**src/s2cfp_pkg.sv**
```systemverilog
// Package for the serial-to-CAN frame parser.
// Holds the parse phase type and the fixed framing constants; no dependencies.
`timescale 1ns / 1ps
`default_nettype none

package s2cfp_pkg;

    typedef enum logic [2:0] {
        PH_HUNT    = 3'd0,
        PH_ADDR_HI = 3'd1,
        PH_ADDR_LO = 3'd2,
        PH_LEN     = 3'd3,
        PH_DATA    = 3'd4
    } t_phase;

    localparam int unsigned BYTE_W     = 8;
    localparam int unsigned MAX_BYTES  = 8;
    localparam int unsigned ID_W       = 11;
    localparam int unsigned LEN_W      = 4;
    localparam int unsigned PAYLOAD_W  = BYTE_W * MAX_BYTES;

    localparam logic [BYTE_W-1:0] HEADER_RESET = 8'h24;
    localparam logic [BYTE_W-1:0] MAX_LEN      = 8'd8;
    localparam logic [2:0]        ADDR_HI_MASK = 3'h7;

endpackage

`default_nettype wire

```
**src/serial_to_can_frame_parser.sv**
```systemverilog
// Top level of the serial-to-CAN frame parser: input register, phase machine, result register.
// Depends on s2cfp_pkg for the phase type and framing constants.
// The byte that completes a result passes the input register, then the result register sets o_out_valid.
// Throughput: one byte per cycle unless the output stalls; the input register and the result
// register are the only stages, and a byte leaves the input register unless the result register is stalled.
// Reset (synchronous, active low): hunting for the header, header byte 0x24, no item held.
`timescale 1ns / 1ps
`default_nettype none

module serial_to_can_frame_parser (
    input  wire logic                              i_clk,
    input  wire logic                              i_rst_n,
    input  wire logic                              i_in_valid,
    output logic                                   o_in_stall,
    input  wire logic [s2cfp_pkg::BYTE_W-1:0]      i_rx_byte,
    output logic                                   o_out_valid,
    input  wire logic                              i_out_stall,
    output logic [s2cfp_pkg::ID_W-1:0]             o_frame_id,
    output logic [s2cfp_pkg::LEN_W-1:0]            o_frame_length,
    output logic [s2cfp_pkg::PAYLOAD_W-1:0]        o_frame_payload,
    output logic                                   o_length_error,
    input  wire logic                              i_cfg_valid,
    output logic                                   o_cfg_ready,
    input  wire logic [s2cfp_pkg::BYTE_W-1:0]      i_cfg_data
);

    logic                                  r_in_valid;
    logic [s2cfp_pkg::BYTE_W-1:0]          r_in_byte;
    logic [s2cfp_pkg::BYTE_W-1:0]          r_header;

    s2cfp_pkg::t_phase                     r_phase, n_phase;
    logic [s2cfp_pkg::ID_W-1:0]            r_id, n_id;
    logic [s2cfp_pkg::LEN_W-1:0]           r_len, n_len;
    logic [s2cfp_pkg::LEN_W-1:0]           r_count, n_count;
    logic [s2cfp_pkg::PAYLOAD_W-1:0]       r_payload, n_payload;

    logic                                  r_out_valid, n_out_valid;
    logic [s2cfp_pkg::ID_W-1:0]            r_out_id, n_out_id;
    logic [s2cfp_pkg::LEN_W-1:0]           r_out_len, n_out_len;
    logic [s2cfp_pkg::PAYLOAD_W-1:0]       r_out_payload, n_out_payload;
    logic                                  r_out_err, n_out_err;

    logic                                  advance;
    logic                                  proc;
    logic [s2cfp_pkg::LEN_W-1:0]           count_inc;
    logic [s2cfp_pkg::PAYLOAD_W-1:0]       payload_ins;

    assign advance    = !r_out_valid || !i_out_stall;
    assign proc       = r_in_valid && advance;
    assign o_in_stall = r_in_valid && !advance;
    assign o_cfg_ready = 1'b1;

    assign o_out_valid     = r_out_valid;
    assign o_frame_id      = r_out_id;
    assign o_frame_length  = r_out_len;
    assign o_frame_payload = r_out_payload;
    assign o_length_error  = r_out_err;

    always_ff @(posedge i_clk) begin
        if (!i_rst_n) begin
            r_in_valid <= 1'b0;
        end else if (!o_in_stall) begin
            r_in_valid <= i_in_valid;
        end
        if (i_in_valid && !o_in_stall) begin
            r_in_byte <= i_rx_byte;
        end
    end

    always_ff @(posedge i_clk) begin
        if (!i_rst_n) begin
            r_header <= s2cfp_pkg::HEADER_RESET;
        end else if (i_cfg_valid && o_cfg_ready) begin
            r_header <= i_cfg_data;
        end
    end

    assign count_inc = r_count + 4'd1;

    always_comb begin
        for (int k = 0; k < s2cfp_pkg::MAX_BYTES; k++) begin
            if (r_count[2:0] == 3'(k)) begin
                payload_ins[k*s2cfp_pkg::BYTE_W +: s2cfp_pkg::BYTE_W] = r_in_byte;
            end else begin
                payload_ins[k*s2cfp_pkg::BYTE_W +: s2cfp_pkg::BYTE_W] =
                    r_payload[k*s2cfp_pkg::BYTE_W +: s2cfp_pkg::BYTE_W];
            end
        end
    end

    always_comb begin
        n_phase       = r_phase;
        n_id          = r_id;
        n_len         = r_len;
        n_count       = r_count;
        n_payload     = r_payload;
        n_out_valid   = r_out_valid;
        n_out_id      = r_out_id;
        n_out_len     = r_out_len;
        n_out_payload = r_out_payload;
        n_out_err     = r_out_err;
        if (advance) begin
            n_out_valid = 1'b0;
        end
        if (proc) begin
            case (r_phase)
                s2cfp_pkg::PH_ADDR_HI: begin
                    n_id    = {r_in_byte[2:0] & s2cfp_pkg::ADDR_HI_MASK, 8'h00};
                    n_phase = s2cfp_pkg::PH_ADDR_LO;
                end
                s2cfp_pkg::PH_ADDR_LO: begin
                    n_id    = {r_id[10:8], r_id[7:0] | r_in_byte};
                    n_phase = s2cfp_pkg::PH_LEN;
                end
                s2cfp_pkg::PH_LEN: begin
                    if (r_in_byte == 8'd0) begin
                        n_phase = s2cfp_pkg::PH_HUNT;
                    end else if (r_in_byte > s2cfp_pkg::MAX_LEN) begin
                        n_phase       = s2cfp_pkg::PH_HUNT;
                        n_out_valid   = 1'b1;
                        n_out_id      = r_id;
                        n_out_len     = '0;
                        n_out_payload = '0;
                        n_out_err     = 1'b1;
                    end else begin
                        n_len     = r_in_byte[s2cfp_pkg::LEN_W-1:0];
                        n_count   = '0;
                        n_payload = '0;
                        n_phase   = s2cfp_pkg::PH_DATA;
                    end
                end
                s2cfp_pkg::PH_DATA: begin
                    n_payload = payload_ins;
                    n_count   = count_inc;
                    if (count_inc >= r_len) begin
                        n_phase       = s2cfp_pkg::PH_HUNT;
                        n_count       = '0;
                        n_out_valid   = 1'b1;
                        n_out_id      = r_id;
                        n_out_len     = r_len;
                        n_out_payload = payload_ins;
                        n_out_err     = 1'b0;
                    end
                end
                default: begin
                    n_phase = (r_in_byte == r_header) ? s2cfp_pkg::PH_ADDR_HI
                                                      : s2cfp_pkg::PH_HUNT;
                end
            endcase
        end
    end

    always_ff @(posedge i_clk) begin
        if (!i_rst_n) begin
            r_phase     <= s2cfp_pkg::PH_HUNT;
            r_id        <= '0;
            r_len       <= '0;
            r_count     <= '0;
            r_out_valid <= 1'b0;
        end else begin
            r_phase     <= n_phase;
            r_id        <= n_id;
            r_len       <= n_len;
            r_count     <= n_count;
            r_out_valid <= n_out_valid;
        end
        r_payload     <= n_payload;
        r_out_id      <= n_out_id;
        r_out_len     <= n_out_len;
        r_out_payload <= n_out_payload;
        r_out_err     <= n_out_err;
    end

`ifndef SYNTH
    a_err_empty: assert property (@(posedge i_clk) disable iff (!i_rst_n)
        (r_out_valid && r_out_err) |-> (r_out_len == '0 && r_out_payload == '0))
        else $error("length error item carries data");

    a_len_range: assert property (@(posedge i_clk) disable iff (!i_rst_n)
        (r_out_valid && !r_out_err) |-> (r_out_len != '0 && r_out_len <= 4'd8))
        else $error("frame item length out of range");

    a_data_count: assert property (@(posedge i_clk) disable iff (!i_rst_n)
        (r_phase == s2cfp_pkg::PH_DATA) |-> (r_count < r_len && r_len <= 4'd8))
        else $error("data byte count past frame length");

    a_stall_cause: assert property (@(posedge i_clk) disable iff (!i_rst_n)
        o_in_stall |-> (r_out_valid && i_out_stall && r_in_valid))
        else $error("input stalled with result register free");

    a_result_hunt: assert property (@(posedge i_clk) disable iff (!i_rst_n)
        (proc && n_out_valid) |=> (r_phase == s2cfp_pkg::PH_HUNT))
        else $error("result emitted without return to hunting");
`endif

endmodule

`default_nettype wire

```
**config.mk**
```make
export PLATFORM = sky130hd
export DESIGN_NAME = serial_to_can_frame_parser
export DESIGN_NICKNAME = d
export VERILOG_FILES = /design/src/s2cfp_pkg.sv /design/src/serial_to_can_frame_parser.sv
export SDC_FILE = /design/constraint.sdc
export NUM_CORES = 1
export LEC_CHECK = 0
export BUFFER_PORTS_ARGS = -buffer_cell sky130_fd_sc_hd__buf_2
export CAP_MARGIN = 0
export CORE_ASPECT_RATIO = 1.75
export CORE_UTILIZATION = 49
export CTS_CLUSTER_DIAMETER = 40
export DETAILED_ROUTE_END_ITERATION = 6
export HOLD_SLACK_MARGIN = 0.12
export PLACE_DENSITY = 0.7
export SYNTH_ARGS = -nofsm -noshare
export SYNTH_HDL_FRONTEND = slang
export SYNTH_SLANG_ARGS = --single-unit
```
**constraint.sdc**
```tcl
create_clock -name i_clk -period 11.6 [get_ports i_clk]
set_input_delay 1.16 -clock i_clk [delete_from_list [all_inputs] [get_ports i_clk]]
set_output_delay 1.16 -clock i_clk [all_outputs]
set_load 0.02 [all_outputs]
```
==> impl_metrics.ini, run 1 <==
[synthesis]
seq_area_frac_synth = 0.7247
synth-edff-count = 152
synth_top_cell_area_share = 0.6355
ys_warn_count = 0
async_reset_ff_frac = 0
synth.distinct_cells = 42
synth.largest_area_cell = edfxtp_1
synthCells = 515
synth_seq_cells = 184
syn_area_mm2 = 0.007182
syn_nets = 546
synth_ff_type = edfxtp_1
synth.avg_cell_area_um2 = 13.95
ys_top_cells_by_area = edfxtp_1 64%, dfxtp_1 8.9%, mux2i_1 7.7%, nor2_1 3.3%, a21oi_1 2.7%

[placement]
routabilityCongestion = 0.8332
dp.final_hpwl_mm = 9.335
dp.cells = 766
portBuffers = 102
placed_cell_area_mm2 = 0.007799

[grt]
first_global_vias = 4224
grt_overflow = 0
grt_max_degree = 69
grt_pass1_wl_mm = 22.00
track_usage = 0.1961
grt_antenna_before_repair = 0

[power_and_ir_drop]
intPower_w = 0.001081
comb_power_share = 0.018
power.leakage_nw = 3.129
sw_frac_of_total = 0.2024
power_switching_w = 0.0002743
clkPwrFrac = 0.445
power_density_mw_per_mm2 = 160.8
power_frac_seq = 0.537
ir_drop_v = 0.0001231

[cells_and_area]
fin_cells = 798
nets = 636
area_delta_synth_final_pct = 17.39
fin_area_mm2 = 0.008431
diodes = 0
final_layout_size_suffix_gt1_frac = 0.2346
final_common_cell = edfxtp_1
final_cell_mix = 152 x edfxtp_1, 102 x buf_2, 64 x nor2_1

[worst_hold_path]
hp-class = flop to flop
worstHoldPathCells = 0
min_to = o_frame_id[7]$_DFFE_PP_
worstHoldStart = r_id[7]$_SDFFE_PN0P_

[floorplan]
die-area_mm2 = 0.01516
row_count = 58
initial_core_util = 0.4998
io_pins = 104
die_h_um = 162.2
core_mm2 = 0.01437
die_x_um = 93.52

[clock_network]
clk-insertion-delay-late_ns = 0.42
root_buffer = clkbuf_16
clk_path_buf_depth = 2
cts_buffers = 17
cts_tree = yes
clk_pin_slew_ns = 0.07
cts_htree_levels = 4
cts_resized = 0
cts_num_sinks = 184
post_cts.repair.setup_buffers = 0
postCtsHoldBufs = 0

[routing]
drcViolationCount = 0
drt-total-wl_mm = 14.43
wire_per_inst_um = 18.09
vias_per_cell = 5.445
ant_nets = 0
drt_iter0_markers = 323
vias = 4345
first_pass_iters = 5

[worst_setup_path]
arrival_ns = 3.41
r2r_start = r_count[2]$_SDFFE_PN0P_
r2r_end = o_frame_payload[3]$_DFFE_PP_
rr_worst_depth = 8
worstSetupPathType = flop to flop
startpoint_type = flop
path_max_fanout = 47
reg2reg_slack_ns = 8.24
critPathMaxStageDelay_ns = 0.97
cp_slowest_cell = dfxtp_1
crit_required_ns = 11.66
end_kind = flop
path_cells = inv_1, ha_1, inv_1, ha_1, o211ai_1, o211a_1, nor3_2, buf_4

[run_status]
outcome = finished clean

[flow_run]
cap_viol_max_count = 0

[sta]
maxSlewHeadroom = 0.2494
setup_tns_ns = 0
fin_crit_ns = 3.355
final.setup_skew_ns = 0.01006
min_period_over_period = 0.2892
setup_viol = 0
worstMarginPinSlew_ns = 1.124
fmax_mhz = 298.0
finalHoldViolCount = 0
rsz0062_at_grt = no
report.final.slew_viol_count = 0
[registers in the layout (all words and copies together) (netlist names)]
register	flops
r_header	8
o_frame_payload	64
r_payload	64
r_phase	3
o_frame_length	4
o_frame_id	11
r_in_valid	1
o_length_error	1
o_out_valid	1
r_len	4
r_id	11
r_count	4
r_in_byte	8
[per-layer routing]
metal,GRT usage,share of wire,vias to the layer above
met3,0.03979,0.048,23
met5,0,0,-
met4,0.08392,0.021,0
met2,0.3449,0.54,165
met1,0.2301,0.39,2119
li1,-,-,2038
[per-stage QoR]
step | utilization | hold slack, ns | power, W | setup slack (ns)
after floorplan | - | 0.4080 | 0.0007528 | 3.974
after global placement | 0.5428 | 0.4181 | 0.0007647 | 8.431
after detailed placement | 0.5428 | 0.4214 | 0.0007662 | 8.302
after CTS | 0.5867 | 0.4311 | 0.001360 | 8.281
after global routing | 0.5867 | 0.4443 | 0.001388 | 7.984
final | 0.5867 | 0.4314 | 0.001355 | 8.245
[final cells by class]
| type | instances | area [µm²] |
|---|---|---|
| Timing Repair Buffer | 104 | 525.5 |
| Clock inverter | 11 | 128.9 |
| Sequential cell | 184 | 5205 |
| Multi-Input combinational cell | 288 | 1805 |
| Fill cell | 1146 | 5938 |
| Clock buffer | 21 | 503.0 |
| Inverter | 10 | 37.54 |
| Tap cell | 180 | 225.2 |
[critical path, delay by kind of cell, from the launching register on]
family	cells	cell delay, ns
adders and majority gates	2	0.62
and+or+nand+nor	1	0.17
buffers and inverters	3	0.79
AOI/OAI and AO/OA	2	0.40
DFF	1	0.97
[power by group through the flow]
| stage | Sequential [W] | Combinational (W) | Clock, W |
|---|---|---|---|
| after floorplan | 0.000731 | 0.0000214 | 0 |
| after CTS | 0.000727 | 0.0000244 | 0.000608 |
| after global routing | 0.000728 | 0.0000264 | 0.000634 |
| after global placement | 0.000742 | 0.0000231 | 0 |
| final | 0.000728 | 0.0000244 | 0.000603 |
| after detailed placement | 0.000742 | 0.0000243 | 0 |
[worst max path at each step]
stage,startpoint,end,cells after the start
finish,r_count[2]$_SDFFE_PN0P_,o_frame_payload[3]$_DFFE_PP_,8
global route,r_count[2]$_SDFFE_PN0P_,o_frame_payload[3]$_DFFE_PP_,8
CTS,r_count[2]$_SDFFE_PN0P_,o_frame_payload[48]$_DFFE_PP_,8
detailed placement,r_count[2]$_SDFFE_PN0P_,o_frame_payload[36]$_DFFE_PP_,8
global placement,r_count[2]$_SDFFE_PN0P_,o_frame_payload[36]$_DFFE_PP_,8
floorplan,i_out_stall,o_frame_id[0]$_DFFE_PP_,3
[Yosys cell counts (all sizes together) (2+ instances only)]
library cell and n:
a21oi 39, and3 2, buf 8, clkbuf 25, dfxtp 32, edfxtp 152, ha 10, inv 10
mux2i 55, nand2 40, nand2b 2, nand3 34, nand4 4, nor2 64, nor3b 2, o21ai 6
o31ai 2, xnor2 10
[cell families after synthesis]
family,count (synthesis),synth area share
compound gates,57,0.04634
mux,55,0.07666
xor+xnor,10,0.01219
buf+inv,43,0.02578
simple gates,155,0.09634
fa+ha+maj,10,0.01742
other cells,1,0.0005221
flops,184,0.7247
Note: power is estimated with default switching activity, not from simulation.
==> run 2, diff against run 1 <==
- clock period: 11.6 -> 3.15 ns (I/O delays scaled with it)
==> impl_metrics.ini, run 2 (synthesized netlist as in run 1, its figures left out) <==
[clock_network]
cts_resized = 0
clk_path_buf_depth = 2
post_cts.repair.setup_buffers = 0
cts_tree = yes
cts_num_sinks = 184
cts_htree_levels = 4
clk_pin_slew_ns = 0.07
root_buffer = clkbuf_16
clk-insertion-delay-late_ns = 0.42
cts_buffers = 17

[worst_setup_path]
startpoint_type = flop
worstSetupPathType = flop to flop
arrival_ns = 2.66
path_max_fanout = 43
crit_required_ns = 3.21
end_kind = flop

[cells_and_area]
final_common_cell = edfxtp_1
final_cell_mix = 152 x edfxtp_1, 102 x buf_2, 64 x nor2_1
nets = 653
area_delta_synth_final_pct = 19.04
diodes = 0
final_layout_size_suffix_gt1_frac = 0.2394
fin_cells = 815
fillers = 1140

[power_and_ir_drop]
power_w = 0.004725
power.leakage_nw = 3.139
ir_drop_v = 0.0003789
power_density_mw_per_mm2 = 552.7

[flow_run]
cap_viol_max_count = 0

[placement]
dp.final_hpwl_mm = 9.244
portBuffers = 102
dp.cells = 769
routabilityCongestion = 0.8193

[sta]
fin_crit_ns = 2.594
finalHoldViolCount = 0
rsz0062_at_grt = no
setup_viol = 0
maxSlewHeadroom = 0.2512
fmax_mhz = 385.5
worstMarginPinSlew_ns = 1.121
timing.hold.ws_ns = 0.1380
min_period_over_period = 0.8234
report.final.slew_viol_count = 0
final.setup_skew_ns = 0.006766

[routing]
wire_per_inst_um = 17.70
drcViolationCount = 0
first_pass_iters = 5
vias = 4409
drt_iter0_markers = 248
ant_nets = 0
drt-total-wl_mm = 14.42
vias_per_cell = 5.410

[floorplan]
die_h_um = 162.2
row_count = 58
die_x_um = 93.52
io_pins = 104
core_mm2 = 0.01437
die-area_mm2 = 0.01516
initial_core_util = 0.4998

[grt]
track_usage = 0.1983
grt-busiest-layer = met2
grt_overflow = 0
grt_max_degree = 69
grt_pass1_wl_mm = 22.33
grt_antenna_before_repair = 0
globalRouteMet2Util = 0.3453
met3_usage = 0.04167
first_global_vias = 4333
grt_util_met1 = 0.2386

[worst_hold_path]
hp-class = input pin to flop

[run_status]
outcome = finished clean
-- run 2: cell count changes in the layout (fill, tap and decap cells not counted), sizes merged --
cell | previous run | this run
inv | 14 | 13
buf | 104 | 107
clkinvlp | 0 | 5
bufinv | 2 | 0
clkbuf | 21 | 19
dlygate4sd3 | 0 | 14
-- run 2: where the power goes --
part | internal (W) | total, W | switching [W]
sequential | 0.00262 | 0.00268 | 0.0000556
clock | 0.00103 | 0.00194 | 0.000905
combinational | 0.0000544 | 0.000108 | 0.0000539
-- run 2: through the flow --
stage          setup TNS, ns  cell area (µm²)  setup WS (ns)  utilization
6_report                   0             8549         0.5561       0.5950
3_3_place_gp               0             7870         0.6166       0.5477
4_1_cts                    0             8549         0.5559       0.5950
3_5_place_dp               0             7870         0.5669       0.5477
5_1_grt                    0             8549         0.4314       0.5950
2_1_floorplan         -55.73             7229        -0.6967            -
-- run 2: per-layer routing --
| metal | routed length, µm | vias to the layer above |
|---|---|---|
| met3 | 609 | 22 |
| met5 | 0 | - |
| met4 | 303 | 0 |
| met1 | 5830 | 2167 |
| li1 | - | 2079 |
| met2 | 7681 | 141 |
-- run 2: critical path: stages, from the launching register on --
cell and delay (ns):
dfxtp_4 0.37, ha_4 0.17, ha_4 0.25, inv_2 0.03, ha_1 0.27, o211ai_1 0.08, o211a_1 0.36, nor3_4 0.21
buf_4 0.46
-- run 2: path summary, 6_finish.rpt --
kind,startpoint,endpoint,slack (ns),depth (start not counted)
worst max-delay path,r_count[0]$_SDFFE_PN0P_,o_frame_id[0]$_DFFE_PP_,0.56,8
worst min-delay path,i_cfg_data[0],r_header[0]$_SDFFE_PN0P_,0.14,3
worst max register to register,r_count[0]$_SDFFE_PN0P_,o_frame_id[0]$_DFFE_PP_,0.56,8
worst min register to register,r_id[2]$_SDFFE_PN0P_,o_frame_id[2]$_DFFE_PP_,0.44,0
-- run 2: area by class of cell --
cell class	instances	area [µm²]	area share
clock inverter	13	96.34	0.01127
timing repair buffer	121	700.7	0.08196
multi-input combinational	288	1837	0.2148
clock buffer	19	442.9	0.05181
inverter	10	37.54	0.004390
tap	180	225.2	0.02634
sequential	184	5210	0.6094
-- run 2: what timing repair did --
action,in CTS,in global routing
setup endpoints to repair,0,0
hold endpoints to repair,14,0
hold buffers,14,0
==> run 3, diff against run 2 <==
- ABC_AREA: not set -> 1
- clock period: 3.15 -> 2.5 ns (I/O delays scaled with it)
==> impl_metrics.ini, run 3 <==
[floorplan]
die_x_um = 93.59
die_h_um = 162.3
row_count = 58
io_pins = 104
core_mm2 = 0.01437
initial_core_util = 0.5006
die-area_mm2 = 0.01519

[flow_run]
cap_viol_max_count = 0

[synthesis]
synth.avg_cell_area_um2 = 11.97
synth.distinct_cells = 29
synth_ff_type = edfxtp_1
syn_area_mm2 = 0.007193
synth.most_common_cell = edfxtp_1
synth_fa_ha_area_frac = 0.01739
synth_common_cells = 152 x edfxtp_1, 134 x nand2_1, 89 x a21oi_1, 43 x inv_1, 34 x o21ai_0
synth-compound-area-share = 0.09549
muxShareOfSynthArea = 0
async_reset_ff_frac = 0
synth_top_family_by_area = simple AND/OR/NAND/NOR gates
synth-edff-count = 152
ys_top_cells_by_area = edfxtp_1 63%, dfxtp_1 8.9%, nand2_1 7.0%, a21oi_1 6.2%, o21ai_0 2.4%
synth_top_cell_area_share = 0.6345
synth_xor_area_frac = 0.006088
synth_seq_cells = 184
seq_area_frac_synth = 0.7236
ys_warn_count = 0
synthSimpleGateAreaFrac = 0.1111
syn_nets = 632
synth.largest_area_cell = edfxtp_1
synthCells = 601

[grt]
grt_antenna_before_repair = 0
grt_pass1_wl_mm = 24.36
track_usage = 0.2155
first_global_vias = 4822
grt_overflow = 0
grt_max_degree = 65

[placement]
routabilityCongestion = 0.8909
dp.final_hpwl_mm = 10.75
portBuffers = 102

[clock_network]
clk_path_buf_depth = 2
cts_buffers = 17
clk_pin_slew_ns = 0.07
cts_num_sinks = 184
post_cts.repair.setup_buffers = 0
cts_tree = yes
root_buffer = clkbuf_16
clk-insertion-delay-late_ns = 0.43
cts_htree_levels = 4

[worst_setup_path]
path_max_fanout = 52
worstSetupPathType = flop to flop
r2r_start = r_count[0]$_SDFFE_PN0P_
arrival_ns = 2.46
startpoint_type = flop
rr_worst_depth = 10
end_kind = flop
r2r_end = o_frame_payload[60]$_DFFE_PP_
crit_required_ns = 2.61
reg2reg_slack_ns = 0.15

[cells_and_area]
fin_util = 0.6076
diodes = 0
area_delta_synth_final_pct = 21.38
nets = 761
final_common_cell = edfxtp_1
final_layout_size_suffix_gt1_frac = 0.2369
final_cell_mix = 152 x edfxtp_1, 132 x nand2_1, 102 x buf_2
fillers = 1130

[power_and_ir_drop]
ir_drop_v = 0.0004859
power_density_mw_per_mm2 = 700.5
power_w = 0.006116
power.leakage_nw = 3.473

[worst_hold_path]
hp-class = input pin to flop
worstHoldStart = i_cfg_data[4]
min_to = r_header[4]$_SDFFE_PN0P_
worstHoldPathCells = 3

[sta]
final.setup_skew_ns = 0.009137
finalHoldViolCount = 0
min_period_over_period = 0.9410
fin_crit_ns = 2.353
rsz0062_at_grt = no
setup_viol = 0
fmax_mhz = 425.1
report.final.slew_viol_count = 0

[routing]
ant_nets = 0
vias = 4840
drcViolationCount = 0
vias_per_cell = 5.244
wire_per_inst_um = 16.87
drt_iter0_markers = 266
first_pass_iters = 5
drt-total-wl_mm = 15.57

[run_status]
outcome = finished clean
==> run 3: cell count changes after synthesis, sizes merged, moves of 3 or more <==
cell | before | now
a21oi | 39 | 91
o22ai | 0 | 3
xnor2 | 10 | 5
nor2 | 64 | 28
nand3 | 34 | 18
nand2 | 40 | 140
o21ai | 6 | 38
clkbuf | 25 | 4
mux2i | 55 | 0
buf | 8 | 20
inv | 10 | 50
==> run 3: final cells by class <==
class	instances	area, µm²	share of cell area
Sequential cell	184	5211	0.5969
Multi-Input combinational cell	341	1702	0.1949
Timing Repair Buffer	134	817.0	0.09358
Clock buffer	19	432.9	0.04958
Tap cell	180	225.2	0.02580
Inverter	52	197.7	0.02264
Clock inverter	13	145.1	0.01662
==> run 3: where the power goes <==
group          internal [W]  switching (W)
clock               0.00149        0.00115
sequential          0.00329      0.0000171
combinational     0.0000644       0.000104
total               0.00485        0.00127
==> run 3: cells by family after synthesis <==
logic type | Yosys count
XOR/XNOR | 5
AND/OR/NAND/NOR | 193
other | 1
adder cells (fa/ha/maj) | 10
flip-flops | 184
buffers and inverters | 76
AO/OA/AOI/OAI | 132
==> run 3: worst max path at each step <==
stage | from | end | slack [ns] | depth (start not counted)
floorplan | r_count[0]$_SDFFE_PN0P_ | o_frame_id[0]$_DFFE_PP_ | -0.63 | 10
global placement | r_count[0]$_SDFFE_PN0P_ | o_frame_payload[11]$_DFFE_PP_ | 0.21 | 11
detailed placement | r_count[0]$_SDFFE_PN0P_ | o_frame_payload[11]$_DFFE_PP_ | 0.14 | 10
CTS | r_count[0]$_SDFFE_PN0P_ | o_frame_payload[31]$_DFFE_PP_ | 0.11 | 10
global route | r_count[0]$_SDFFE_PN0P_ | o_length_error$_DFFE_PP_ | 0.02 | 10
finish | r_count[0]$_SDFFE_PN0P_ | o_frame_payload[60]$_DFFE_PP_ | 0.15 | 10
==> run 3: worst max-delay path: stages, from the launching register on <==
cell     delay (ns)
dfxtp_4        0.40
inv_1          0.09
ha_1           0.34
ha_1           0.28
nand2_1        0.06
nand2_1        0.08
nand2_2        0.09
nand2_1        0.09
nand2_2        0.08
a21oi_4        0.21
buf_12         0.28
==> run 3: timing repair <==
action | in CTS | in global routing
gates resized for setup | 0 | 1
endpoints found under the hold margin | 15 | 0
hold buffers | 15 | 0
endpoints found under the setup margin | 0 | 25
==> run 3: per-stage QoR <==
step	hold WS (ns)	setup WS (ns)	cell area, µm²	setup TNS (ns)	cells
global route	0.1450	0.01776	8731	0	923
floorplan	0.3489	-0.6329	7242	-50.64	601
detailed placement	0.4133	0.1357	7999	0	876
CTS	0.1233	0.1070	8727	0	923
global placement	0.4144	0.2076	7999	0	876
finish	0.1319	0.1474	8731	0	923
==> run 3: metal layers <==
metal	track usage	share of wire	up-vias
met2	0.4051	0.57	173
met5	0	0	-
met3	0.03511	0.043	33
met4	0.09860	0.031	0
met1	0.2307	0.36	2305
li1	-	-	2329
